$ cat src/hw/rtl/pabl_pkg.sv
`default_nettype none

package pabl_pkg;

  localparam int FracBits = 12;
  localparam int One      = 1 << FracBits;

  // port widths follow the fixed-point formats: Q3.F, Q1.F, Q0.F plus the whole-pixel code
  localparam int SyWidth    = FracBits + 4;
  localparam int SlopeWidth = FracBits + 2;
  localparam int CovWidth   = FracBits + 1;
  localparam int LimWidth   = FracBits + 1;

  // triangle height, its square, twice the slope magnitude, quotient
  localparam int HWidth   = FracBits + 1;
  localparam int NumWidth = 2 * FracBits + 1;
  localparam int DenWidth = SlopeWidth + 1;
  localparam int QWidth   = FracBits;

  // about 1.002 in Q1.F
  localparam logic [LimWidth-1:0] SteepLimitRst = LimWidth'(One + One / 512);

  typedef enum logic [1:0] {
    ErrNone  = 2'd0,
    ErrSteep = 2'd1,
    ErrGeom  = 2'd2
  } err_e;

  typedef enum logic [1:0] {
    ModeDirect   = 2'd0,
    ModeTriBelow = 2'd1,
    ModeTriAbove = 2'd2
  } mode_e;

  typedef struct packed {
    logic                func;
    err_e                err;
    mode_e               mode;
    logic [CovWidth-1:0] direct;
  } tag_t;

  typedef struct packed {
    tag_t                tag;
    logic [NumWidth-1:0] rem;
    logic [DenWidth-1:0] den;
    logic [QWidth-1:0]   quot;
  } div_t;

  typedef struct packed {
    logic [CovWidth-1:0] coverage;
    err_e                err;
  } res_t;

endpackage

`default_nettype wire

$ cat src/hw/rtl/pabl_if.sv
`default_nettype none

interface pabl_req_if import pabl_pkg::*; ();
  logic                      valid;
  logic                      ready;
  logic                      func;
  logic signed [SyWidth-1:0]    start_y;
  logic signed [SlopeWidth-1:0] slope;

  modport source (output valid, output func, output start_y, output slope, input ready);
  modport sink   (input valid, input func, input start_y, input slope, output ready);
endinterface

interface pabl_res_if import pabl_pkg::*; ();
  logic                valid;
  logic                ready;
  logic [CovWidth-1:0] coverage;
  logic [1:0]          error_code;

  modport source (output valid, output coverage, output error_code, input ready);
  modport sink   (input valid, input coverage, input error_code, output ready);
endinterface

`default_nettype wire

$ cat src/hw/rtl/pabl_classify.sv
`default_nettype none

module pabl_classify import pabl_pkg::*; (
  input  logic                         clk_i,
  input  logic                         rst_ni,
  input  logic                         en_i,
  input  logic                         valid_i,
  input  logic                         func_i,
  input  logic signed [SyWidth-1:0]    start_y_i,
  input  logic signed [SlopeWidth-1:0] slope_i,
  input  logic [LimWidth-1:0]          steep_limit_i,
  output logic                         valid_o,
  output tag_t                         tag_o,
  output logic [HWidth-1:0]            h_o,
  output logic [DenWidth-1:0]          den_o
);

  localparam int EW = SyWidth + 1;

  logic signed [EW-1:0]     s_x, d_x, e_x, f_x, h_x, one_x;
  logic signed [EW:0]       sum_x;
  logic [SlopeWidth-1:0]    f_mag;
  logic                     steep;
  tag_t                     tag_d;
  logic [DenWidth-1:0]      den_d;

  logic                     valid_q;
  tag_t                     tag_q;
  logic [HWidth-1:0]        h_q;
  logic [DenWidth-1:0]      den_q;

  assign s_x   = EW'(start_y_i);
  assign d_x   = EW'(slope_i);
  assign e_x   = s_x + d_x;
  assign one_x = EW'(One);
  assign f_x   = (d_x < 0) ? -d_x : d_x;
  assign f_mag = f_x[SlopeWidth-1:0];
  assign steep = f_mag > SlopeWidth'(steep_limit_i);
  assign sum_x = (EW+1)'(s_x) + (EW+1)'(e_x);

  // divisor is twice the slope magnitude, never below one
  assign den_d = (f_mag == '0) ? DenWidth'(1) : {f_mag, 1'b0};

  always_comb begin
    tag_d.func   = func_i;
    tag_d.err    = ErrNone;
    tag_d.mode   = ModeDirect;
    tag_d.direct = '0;
    h_x          = '0;
    if (steep) begin
      tag_d.err = ErrSteep;
    end else if (s_x >= 0 && s_x <= one_x) begin
      if (e_x < 0) begin
        tag_d.mode = ModeTriBelow;
        h_x        = s_x;
      end else if (e_x > one_x) begin
        tag_d.mode = ModeTriAbove;
        h_x        = one_x - s_x;
      end else begin
        // trapezoid, mean of both edge heights
        tag_d.direct = sum_x[CovWidth:1];
      end
    end else if (s_x > one_x && e_x >= one_x) begin
      tag_d.direct = CovWidth'(One);
    end else if (s_x > one_x && e_x > 0 && e_x < one_x) begin
      tag_d.mode = ModeTriAbove;
      h_x        = one_x - e_x;
    end else if (s_x < 0 && e_x <= 0) begin
      tag_d.direct = '0;
    end else if (s_x < 0 && e_x > 0 && e_x < one_x) begin
      tag_d.mode = ModeTriBelow;
      h_x        = e_x;
    end else begin
      tag_d.err = ErrGeom;
    end
  end

  always_ff @(posedge clk_i or negedge rst_ni) begin
    if (!rst_ni) begin
      valid_q <= 1'b0;
    end else if (en_i) begin
      valid_q <= valid_i;
    end
  end

  always_ff @(posedge clk_i) begin
    if (en_i) begin
      tag_q <= tag_d;
      h_q   <= h_x[HWidth-1:0];
      den_q <= den_d;
    end
  end

  assign valid_o = valid_q;
  assign tag_o   = tag_q;
  assign h_o     = h_q;
  assign den_o   = den_q;

endmodule

`default_nettype wire

$ cat src/hw/rtl/pabl_div_cell.sv
`default_nettype none

module pabl_div_cell import pabl_pkg::*; #(
  parameter int unsigned Bit = 0
) (
  input  logic clk_i,
  input  logic rst_ni,
  input  logic en_i,
  input  logic valid_i,
  input  div_t dat_i,
  output logic valid_o,
  output div_t dat_o
);

  localparam int CmpW = DenWidth + QWidth;

  logic [CmpW-1:0] step, rem_x, diff;
  logic            take;
  div_t            dat_d;
  logic            valid_q;
  div_t            dat_q;

  // one restoring step: try the divisor shifted to this quotient bit
  assign step  = CmpW'(dat_i.den) << Bit;
  assign rem_x = CmpW'(dat_i.rem);
  assign take  = rem_x >= step;
  assign diff  = rem_x - step;

  always_comb begin
    dat_d = dat_i;
    if (take) begin
      dat_d.rem       = diff[NumWidth-1:0];
      dat_d.quot[Bit] = 1'b1;
    end
  end

  always_ff @(posedge clk_i or negedge rst_ni) begin
    if (!rst_ni) begin
      valid_q <= 1'b0;
    end else if (en_i) begin
      valid_q <= valid_i;
    end
  end

  always_ff @(posedge clk_i) begin
    if (en_i) begin
      dat_q <= dat_d;
    end
  end

  assign valid_o = valid_q;
  assign dat_o   = dat_q;

endmodule

`default_nettype wire

$ cat src/hw/rtl/pabl_skid.sv
`default_nettype none

module pabl_skid import pabl_pkg::*; (
  input  logic clk_i,
  input  logic rst_ni,
  input  logic valid_i,
  input  res_t data_i,
  output logic ready_o,
  output logic valid_o,
  output res_t data_o,
  input  logic ready_i
);

  logic out_valid_q, skid_valid_q;
  res_t out_data_q, skid_data_q;
  logic push, pop;

  assign ready_o = !skid_valid_q;
  assign push    = valid_i && !skid_valid_q;
  assign pop     = out_valid_q && ready_i;

  always_ff @(posedge clk_i or negedge rst_ni) begin
    if (!rst_ni) begin
      out_valid_q  <= 1'b0;
      skid_valid_q <= 1'b0;
    end else if (pop || !out_valid_q) begin
      if (skid_valid_q) begin
        out_valid_q  <= 1'b1;
        skid_valid_q <= 1'b0;
      end else begin
        out_valid_q <= push;
      end
    end else if (push) begin
      skid_valid_q <= 1'b1;
    end
  end

  always_ff @(posedge clk_i) begin
    if (pop || !out_valid_q) begin
      out_data_q <= skid_valid_q ? skid_data_q : data_i;
    end else if (push) begin
      skid_data_q <= data_i;
    end
  end

  assign valid_o = out_valid_q;
  assign data_o  = out_data_q;

endmodule

`default_nettype wire

$ cat src/hw/rtl/pixel_area_below_line.sv
// stages from request acceptance to result valid: classify, square,
//   one cell per quotient bit of the triangle division, output register
// throughput: one request per cycle; the division chain takes a new item every cycle
// the chain stalls as a whole only while the output skid register is full
// reset: asynchronous, active low; clears all valid bits, steep_limit returns to 4104
`default_nettype none

module pixel_area_below_line import pabl_pkg::*; (
  input  logic                clk_i,
  input  logic                rst_ni,
  input  logic                cfg_we_i,
  input  logic [LimWidth-1:0] cfg_wdata_i,
  pabl_req_if.sink            req_i,
  pabl_res_if.source          res_o
);

  logic [LimWidth-1:0] steep_limit_q;
  logic                en;

  logic                cls_valid;
  tag_t                cls_tag;
  logic [HWidth-1:0]   cls_h;
  logic [DenWidth-1:0] cls_den;

  logic                sq_valid_q;
  div_t                sq_dat_q;
  div_t                sq_dat_d;

  logic [QWidth:0]     chain_valid;
  div_t                chain_dat [QWidth+1];

  div_t                last;
  logic [CovWidth-1:0] below;
  res_t                fin;
  res_t                out_data;

  always_ff @(posedge clk_i or negedge rst_ni) begin
    if (!rst_ni) begin
      steep_limit_q <= SteepLimitRst;
    end else if (cfg_we_i) begin
      steep_limit_q <= cfg_wdata_i;
    end
  end

  assign req_i.ready = en;

  pabl_classify u_classify (
    .clk_i         (clk_i),
    .rst_ni        (rst_ni),
    .en_i          (en),
    .valid_i       (req_i.valid),
    .func_i        (req_i.func),
    .start_y_i     (req_i.start_y),
    .slope_i       (req_i.slope),
    .steep_limit_i (steep_limit_q),
    .valid_o       (cls_valid),
    .tag_o         (cls_tag),
    .h_o           (cls_h),
    .den_o         (cls_den)
  );

  // squared triangle height
  always_comb begin
    sq_dat_d.tag  = cls_tag;
    sq_dat_d.rem  = NumWidth'(cls_h) * NumWidth'(cls_h);
    sq_dat_d.den  = cls_den;
    sq_dat_d.quot = '0;
  end

  always_ff @(posedge clk_i or negedge rst_ni) begin
    if (!rst_ni) begin
      sq_valid_q <= 1'b0;
    end else if (en) begin
      sq_valid_q <= cls_valid;
    end
  end

  always_ff @(posedge clk_i) begin
    if (en) begin
      sq_dat_q <= sq_dat_d;
    end
  end

  assign chain_valid[0] = sq_valid_q;
  assign chain_dat[0]   = sq_dat_q;

  // most significant quotient bit first
  for (genvar k = 0; k < QWidth; k++) begin : g_cell
    pabl_div_cell #(
      .Bit (QWidth - 1 - k)
    ) u_cell (
      .clk_i   (clk_i),
      .rst_ni  (rst_ni),
      .en_i    (en),
      .valid_i (chain_valid[k]),
      .dat_i   (chain_dat[k]),
      .valid_o (chain_valid[k+1]),
      .dat_o   (chain_dat[k+1])
    );
  end

  assign last = chain_dat[QWidth];

  always_comb begin
    case (last.tag.mode)
      ModeTriBelow: below = CovWidth'(last.quot);
      ModeTriAbove: below = CovWidth'(One) - CovWidth'(last.quot);
      default:      below = last.tag.direct;
    endcase
    fin.err = last.tag.err;
    if (last.tag.err != ErrNone) begin
      fin.coverage = '0;
    end else if (last.tag.func) begin
      fin.coverage = CovWidth'(One) - below;
    end else begin
      fin.coverage = below;
    end
  end

  pabl_skid u_skid (
    .clk_i   (clk_i),
    .rst_ni  (rst_ni),
    .valid_i (chain_valid[QWidth]),
    .data_i  (fin),
    .ready_o (en),
    .valid_o (res_o.valid),
    .data_o  (out_data),
    .ready_i (res_o.ready)
  );

  assign res_o.coverage   = out_data.coverage;
  assign res_o.error_code = out_data.err;

endmodule

`default_nettype wire

$ cat src/flat_wrapper.sv
// flat-port wrapper written by rule: the top's interface ports become plain ports
module pixel_area_below_line_flat import pabl_pkg::*;
  (clk_i, rst_ni, cfg_we_i, cfg_wdata_i, req_i_valid, req_i_func, req_i_start_y, req_i_slope, req_i_ready, res_o_valid, res_o_coverage, res_o_error_code, res_o_ready);
  pabl_req_if req_i_i ();
  pabl_res_if res_o_i ();
  input  logic clk_i;
  input  logic rst_ni;
  input  logic cfg_we_i;
  input  logic [LimWidth-1:0] cfg_wdata_i;
  input wire logic [$bits(req_i_i.valid)-1:0] req_i_valid;
  input wire logic [$bits(req_i_i.func)-1:0] req_i_func;
  input wire logic [$bits(req_i_i.start_y)-1:0] req_i_start_y;
  input wire logic [$bits(req_i_i.slope)-1:0] req_i_slope;
  output wire logic [$bits(req_i_i.ready)-1:0] req_i_ready;
  output wire logic [$bits(res_o_i.valid)-1:0] res_o_valid;
  output wire logic [$bits(res_o_i.coverage)-1:0] res_o_coverage;
  output wire logic [$bits(res_o_i.error_code)-1:0] res_o_error_code;
  input wire logic [$bits(res_o_i.ready)-1:0] res_o_ready;
  assign req_i_i.valid = req_i_valid;
  assign req_i_i.func = req_i_func;
  assign req_i_i.start_y = req_i_start_y;
  assign req_i_i.slope = req_i_slope;
  assign req_i_ready = req_i_i.ready;
  assign res_o_valid = res_o_i.valid;
  assign res_o_coverage = res_o_i.coverage;
  assign res_o_error_code = res_o_i.error_code;
  assign res_o_i.ready = res_o_ready;
  pixel_area_below_line u_core (.clk_i(clk_i), .rst_ni(rst_ni), .cfg_we_i(cfg_we_i), .cfg_wdata_i(cfg_wdata_i), .req_i(req_i_i), .res_o(res_o_i));
endmodule
$ cat config.mk
export PLATFORM = sky130hd
export DESIGN_NAME = pixel_area_below_line_flat
export DESIGN_NICKNAME = d
export VERILOG_FILES = /design/src/hw/rtl/pabl_pkg.sv /design/src/hw/rtl/pabl_if.sv /design/src/hw/rtl/pabl_classify.sv /design/src/hw/rtl/pabl_div_cell.sv /design/src/hw/rtl/pabl_skid.sv /design/src/hw/rtl/pixel_area_below_line.sv /design/src/flat_wrapper.sv
export SDC_FILE = /design/constraint.sdc
export NUM_CORES = 2
export LEC_CHECK = 0
export BUFFER_PORTS_ARGS = -buffer_cell sky130_fd_sc_hd__buf_2
export CAP_MARGIN = 15
export CORE_MARGIN = 3
export CORE_UTILIZATION = 64
export DETAILED_ROUTE_END_ITERATION = 8
export GPL_ROUTABILITY_DRIVEN = 1
export PLACE_DENSITY = 0.81
export SETUP_SLACK_MARGIN = 0.3
export SLEW_MARGIN = 10
export SYNTH_ARGS = -nofsm -noshare
export SYNTH_HDL_FRONTEND = slang
export SYNTH_HIERARCHICAL = 1
export SYNTH_SLANG_ARGS = --single-unit
$ cat constraint.sdc
create_clock -name clk_i -period 30.2 [get_ports clk_i]
set_input_delay 9.06 -clock clk_i [delete_from_list [all_inputs] [get_ports clk_i]]
set_output_delay 9.06 -clock clk_i [all_outputs]
set_load 0.03 [all_outputs]
## After elaboration in Yosys (flattened, before gate mapping)

Cells that the tools add are included.

- Bits in registers: 897
- Word-level logic and storage cells: 231
- Input port bits: 49

- Bitwise gates (word level): 1
- Multiplexer cells: 40
- Magnitude comparators: 24
- $mul: 1
- $add $sub $neg: 18
- Reductions and logical operators: 17
- Equality and inequality tests: 2

Operator list:

| cell | number |
|---|---|
| 25-bit two-way mux | 11 |
| 13-bit two-way mux | 12 |
| 25-bit subtractor | 2 |
| 13-bit subtractor, first input constant | 3 |
| 15-bit two-way mux | 2 |
| 25-bit by 26-bit >= comparator with 1-bit output | 1 |
| 13-bit case mux with 2 select lines | 1 |
| 25-bit by 15-bit >= comparator with 1-bit output | 1 |
| 25-bit by 16-bit >= comparator with 1-bit output | 1 |
| 25-bit by 17-bit >= comparator with 1-bit output | 1 |
| 25-bit by 18-bit >= comparator with 1-bit output | 1 |
| 25-bit by 19-bit >= comparator with 1-bit output | 1 |
| 25-bit by 20-bit >= comparator with 1-bit output | 1 |
| 25-bit by 21-bit >= comparator with 1-bit output | 1 |
| 25-bit by 22-bit >= comparator with 1-bit output | 1 |
| 25-bit by 23-bit >= comparator with 1-bit output | 1 |
| 25-bit by 24-bit >= comparator with 1-bit output | 1 |
| 25-bit >= comparator | 1 |
| 13-bit by 13-bit multiplier with 25-bit output | 1 |
| 25-bit by 16-bit subtractor with 25-bit output | 1 |
| 25-bit by 17-bit subtractor with 25-bit output | 1 |
| 25-bit by 18-bit subtractor with 25-bit output | 1 |
| 25-bit by 19-bit subtractor with 25-bit output | 1 |
| 25-bit by 20-bit subtractor with 25-bit output | 1 |
| other kinds (34) | 54 |

## Depth between registers and ports, before layout

- Word-level depth: 9
- Gate-level depth with buffers: 21

## Cells and area by module

Netlist, hierarchy kept.

Modules (own cells, without submodules):

| module | area each (µm²) | cells an instance | seq. area each (µm²) | instances |
|---|---|---|---|---|
| pixel_area_below_line | 7860.0 | 799 | 2064.5 | 1 |
| pabl_classify | 4808.4 | 547 | 1406.3 | 1 |
| pabl_div_cell at u_core.g_cell[11].u_cell | 3363.2 | 254 | 2127.0 | 1 |
| pabl_div_cell at u_core.g_cell[7].u_cell | 3347.0 | 260 | 2127.0 | 1 |
| pabl_div_cell at u_core.g_cell[3].u_cell | 3323.2 | 231 | 2127.0 | 1 |
| pabl_div_cell at u_core.g_cell[9].u_cell | 3321.9 | 254 | 2127.0 | 1 |
| pabl_div_cell at u_core.g_cell[6].u_cell | 3303.2 | 245 | 2127.0 | 1 |
| pabl_div_cell at u_core.g_cell[10].u_cell | 3281.9 | 245 | 2127.0 | 1 |
| pabl_div_cell at u_core.g_cell[8].u_cell | 3249.4 | 246 | 2127.0 | 1 |
| pabl_div_cell at u_core.g_cell[0].u_cell | 3210.6 | 210 | 2127.0 | 1 |
| pabl_div_cell at u_core.g_cell[4].u_cell | 3194.3 | 231 | 2127.0 | 1 |
| pabl_div_cell at u_core.g_cell[5].u_cell | 3188.1 | 234 | 2127.0 | 1 |
| pabl_div_cell at u_core.g_cell[1].u_cell | 3178.0 | 207 | 2127.0 | 1 |
| pabl_div_cell at u_core.g_cell[2].u_cell | 3116.7 | 217 | 2127.0 | 1 |
| pabl_skid | 1206.2 | 55 | 950.9 | 1 |

## Worst setup path before layout

OpenSTA, ideal clock, no wires.

- Kind: flip-flop to output port
- Start point: register u_core.u_skid.skid_valid_q
- End point: output port req_i_ready
- Buffers on the path: 2
- Arrival time: 19.179 ns
- Slack: 1.961 ns
- Stages on the path, launching flop included: 4
- Required time: 21.140 ns
- Cells stage by stage: dfrtp_1 -> buf_6 -> buf_12 -> inv_1

- Word-level cells in the longest chain between the ends: 1

Ends and longest elaborated chain:

| element | line | source |
|---|---|---|
| start: declaration | pabl_skid.sv:14 | `logic out_valid_q, skid_valid_q;` |
| start signal: assignment | pabl_skid.sv:25 | `skid_valid_q <= 1'b0;` |
| start signal: assignment | pabl_skid.sv:29 | `skid_valid_q <= 1'b0;` |
| start signal: assignment | pabl_skid.sv:34 | `skid_valid_q <= 1'b1;` |
| 1-bit zero test | pabl_skid.sv:18 | `assign ready_o = !skid_valid_q;` |
| end: declaration | flat_wrapper.sv:14 | `output wire logic [$bits(req_i_i.ready)-1:0] req_i_ready;` |

Every way passes these cells.

## Final worst setup path

- Start point: input port req_i_start_y[0]
- End point: register u_core.u_classify.h_q[11], in the netlist u_core/u_classify/h_o[11], data pin

- Word-level cells in the longest chain between the ends: 9
- Elaborated cells on any way between the ends: 27

Ends and longest elaborated chain:

| element | line | source |
|---|---|---|
| start: declaration | flat_wrapper.sv:12 | `input wire logic [$bits(req_i_i.start_y)-1:0] req_i_start_y;` |
| 16-bit by 14-bit adder with 17-bit output | pabl_classify.sv:34 | `assign e_x = s_x + d_x;` |
| 17-bit by 1-bit greater-than comparator with 1-bit output | pabl_classify.sv:65, pabl_classify.sv:70 |  |
| 1-bit logical AND (2 in series) | pabl_classify.sv:70 | `end else if (s_x < 0 && e_x > 0 && e_x < one_x) begin` |
| 13-bit two-way mux | pabl_classify.sv:70 |  |
| 13-bit two-way mux | pabl_classify.sv:68 | `end else if (s_x < 0 && e_x <= 0) begin` |
| 13-bit two-way mux | pabl_classify.sv:65 | `end else if (s_x > one_x && e_x > 0 && e_x < one_x) begin` |
| 13-bit two-way mux | pabl_classify.sv:63 | `end else if (s_x > one_x && e_x >= one_x) begin` |
| 13-bit two-way mux (*) | pabl_classify.sv:52 | `end else if (s_x >= 0 && s_x <= one_x) begin` |
| end signal: assignment | pabl_classify.sv:89 | `h_q <= h_x[HWidth-1:0];` |
| end: declaration | pabl_classify.sv:29 | `logic [HWidth-1:0] h_q;` |

Every way passes the cells marked *; elsewhere a longest branch is shown, timed or not.
A chain may end at the register's enable or synchronous reset.

==> run_summary.xml <==
<?xml version="1.0" encoding="UTF-8"?>
<metrics>
  <group name="final_layout">
    <metric name="layout.cells.most_common_list" unit="">sky130_fd_sc_hd__edfxtp_1 (933), sky130_fd_sc_hd__inv_1 (453), sky130_fd_sc_hd__nand2_1 (295), sky130_fd_sc_hd__ha_1 (295), sky130_fd_sc_hd__nor2_1 (227)</metric>
    <metric name="stdcell_count" unit="">5292</metric>
    <metric name="final_design_area_no_fill" unit="sq um">55410</metric>
    <metric name="n_fill_cell" unit="">5170</metric>
    <metric name="multi_input_area" unit="sq um">20020</metric>
    <metric name="drive_gt1_frac" unit="">0.09835</metric>
    <metric name="nets" unit="">4632</metric>
    <metric name="area.sequential" unit="sq um">28750</metric>
    <metric name="layout_commonest_cell" unit="">sky130_fd_sc_hd__edfxtp_1</metric>
    <metric name="syn2layout_area_growth" unit="%">8.659</metric>
  </group>
  <group name="grt">
    <metric name="grt_pass1_vias" unit="">31600</metric>
    <metric name="gr-usage-all-layers" unit="">0.2541</metric>
    <metric name="first_pass_grt_wire_length" unit="mm">164.9</metric>
    <metric name="grt_start_max_net_pins" unit="">204</metric>
    <metric name="antenna_found_initial" unit="">1</metric>
    <metric name="congestion_overflow_gr" unit="">0</metric>
  </group>
  <group name="sta">
    <metric name="final-hold-violation-count" unit="">0</metric>
    <metric name="final_min_period_over_clock_period" unit="">0.4211</metric>
    <metric name="timing.final.max_slew_violations" unit="">0</metric>
    <metric name="tightestPinTransition" unit="ns">1.173</metric>
    <metric name="clock.fmax" unit="GHz">0.07863</metric>
    <metric name="setup_repair_after_global_routing_missed_its_margin" unit="">no</metric>
    <metric name="layout_min_cycle_time" unit="ns">12.72</metric>
    <metric name="fin_setup_tns" unit="ns">0</metric>
    <metric name="worst_slew_margin" unit="">0.2182</metric>
    <metric name="finClkSkew" unit="ns">0.04200</metric>
    <metric name="timing.final.setup_violations" unit="">0</metric>
  </group>
  <group name="setup_path">
    <metric name="critical_path.startpoint" unit="">req_i_start_y[0]</metric>
    <metric name="reg2reg_to" unit="">u_core/chain_dat[890]</metric>
    <metric name="critPathRequiredTime" unit="ns">30.70</metric>
    <metric name="rrSetupSlack" unit="ns">23.67</metric>
    <metric name="timing.critical_path.max_delay_family" unit="">simple AND/OR/NAND/NOR gates</metric>
    <metric name="kind_of_end_point_of_the_critical_path" unit="">register</metric>
    <metric name="critical_path.reg2reg.startpoint" unit="">u_core/u_classify/h_o[0]</metric>
    <metric name="worst-setup-path-type" unit="">in -&gt; reg</metric>
    <metric name="worst_path_largest_cell_delay" unit="ns">0.98</metric>
    <metric name="critPathLaunchType" unit="">input port</metric>
    <metric name="critical_path.max_fanout" unit="">15</metric>
    <metric name="worst_ep_arrival_time" unit="ns">13.22</metric>
    <metric name="critical_path_buffers_and_inverters" unit="">2</metric>
    <metric name="crit_path_cell_trace" unit="">buf_2 &gt; ha_1 &gt; inv_1 &gt; fa_1 &gt; nand2b_1 &gt; a21oi_1 &gt; o221a_4 &gt; nor4_1 &gt; nor4_2 &gt; nand4bb_1 &gt; nor2_1 &gt; or4b_1 &gt; nand3_1</metric>
    <metric name="critPathSlowestCell" unit="">sky130_fd_sc_hd__nor2_1</metric>
    <metric name="worstRegToRegCells" unit="">15</metric>
  </group>
  <group name="clock_tree">
    <metric name="clock_path_buffers" unit="">3</metric>
    <metric name="clk_pin_slew_worst_paths" unit="ns">0.06</metric>
    <metric name="tritoncts_clock_tree" unit="">built</metric>
    <metric name="cell_chosen_for_the_clock_root" unit="">sky130_fd_sc_hd__clkbuf_16</metric>
    <metric name="tritoncts_num_sinks" unit="">962</metric>
    <metric name="h-tree-depth" unit="">3</metric>
    <metric name="cts_inserted_buffers" unit="">95</metric>
    <metric name="number_of_resized_instances_in_the_post_cts_repair_step" unit="">0</metric>
    <metric name="insertion_delay" unit="ns">0.68</metric>
    <metric name="hold_buffers" unit="">0</metric>
    <metric name="postCtsSetupRepairBufs" unit="">0</metric>
  </group>
  <group name="drt">
    <metric name="vias_per_cell" unit="">5.938</metric>
    <metric name="drcViolationCount" unit="">0</metric>
    <metric name="final_antenna_net_count" unit="">0</metric>
    <metric name="number_of_drc_markers_in_iteration_0" unit="">2371</metric>
    <metric name="total_number_of_vias" unit="">31420</metric>
    <metric name="drt_wl_total" unit="mm">104.6</metric>
    <metric name="average_wire_per_standard_cell" unit="um">19.76</metric>
    <metric name="count_of_tritonroute_iterations_in_the_first_routing_pass" unit="">6</metric>
  </group>
  <group name="hold_path">
    <metric name="worstHoldPathType" unit="">reg -&gt; reg</metric>
    <metric name="timing.hold.worst_endpoint" unit="">u_core/g_cell[3].u_cell/dat_o[68]</metric>
    <metric name="hp-start" unit="">u_core/g_cell[2].u_cell/dat_o[68]</metric>
    <metric name="whs_path_depth" unit="">0</metric>
  </group>
  <group name="placed_design">
    <metric name="dp.cells" unit="">5118</metric>
    <metric name="buffer_ports.inserted" unit="">65</metric>
    <metric name="place.detailed.hpwl" unit="mm">76.54</metric>
    <metric name="gp_routability_congestion" unit="">0.9399</metric>
    <metric name="dpl_cell_area" unit="sq um">52260</metric>
  </group>
  <group name="floorplan">
    <metric name="pin_count" unit="">66</metric>
    <metric name="core-area" unit="sq um">78230</metric>
    <metric name="row_count" unit="">102</metric>
    <metric name="dieArea" unit="sq um">83100</metric>
    <metric name="start_util" unit="">0.6518</metric>
    <metric name="die_h" unit="um">288.3</metric>
    <metric name="fp.dieW" unit="um">288.3</metric>
  </group>
  <group name="synth">
    <metric name="post_synthesis_instance_area" unit="sq um">51000</metric>
    <metric name="syn_inst" unit="">4080</metric>
    <metric name="synth_warnings" unit="">6</metric>
    <metric name="synthesis.area_per_instance" unit="sq um">12.50</metric>
  </group>
  <group name="run_status">
    <metric name="run_status" unit="">finished, final reports clean</metric>
  </group>
  <group name="flow_run">
    <metric name="max_cap_viol_count" unit="">0</metric>
  </group>
</metrics>
worst max-delay path by stage:
stage,endpoint,cells after the start
6_report,u_core/u_classify/h_o[11],13
5_1_grt,u_core/u_classify/h_o[11],13
3_3_place_gp,u_core/u_classify/h_o[11],16
4_1_cts,u_core/u_classify/h_o[11],13
2_1_floorplan,req_i_ready,3
3_5_place_dp,u_core/u_classify/h_o[11],13
layer usage:
layer	routed length, um	vias to the layer above	track usage
li1	-	15020	-
met1	39000	15250	0.2820
met2	55470	866	0.4733
met3	3870	279	0.02849
met4	6225	2	0.1425
met5	11	-	0
metrics by stage:
stage	util	hold WS, ns	worst slack (ns)
after global routing	0.7082	0.3874	17.16
after global placement	0.6680	0.4004	17.02
after detailed placement	0.6680	0.4045	16.90
final	0.7083	0.3822	17.48
after CTS	0.7081	0.3703	17.59
after floorplan	-	0.4003	2.729
sequential cells by signal, indices dropped and copies added, names as in the netlist, 13 cells and up:
signal / cells
u_core/g_cell.u_cell/dat_o: 800
u_core/chain_dat: 57
u_core/u_classify/tag_o: 18
u_core/u_skid/data_o: 15
u_core/u_classify/den_o: 15
u_core/u_classify/h_o: 13
u_core/steep_limit_q: 13
u_core/u_skid/skid_data_q: 15
cell type report:
class	count	area share
clock inverters	52	0.01161
diodes	2	0.00009032
flip-flops and latches	962	0.5188
repair buffers	84	0.008671
well taps	1040	0.02348
clock buffers	119	0.04507
multi-input cells	2577	0.3613
inverters	456	0.03103
Power is left out: the tool's default activity adds up to more than one toggle a clock period on the data nets, which glitch-free logic cannot reach.
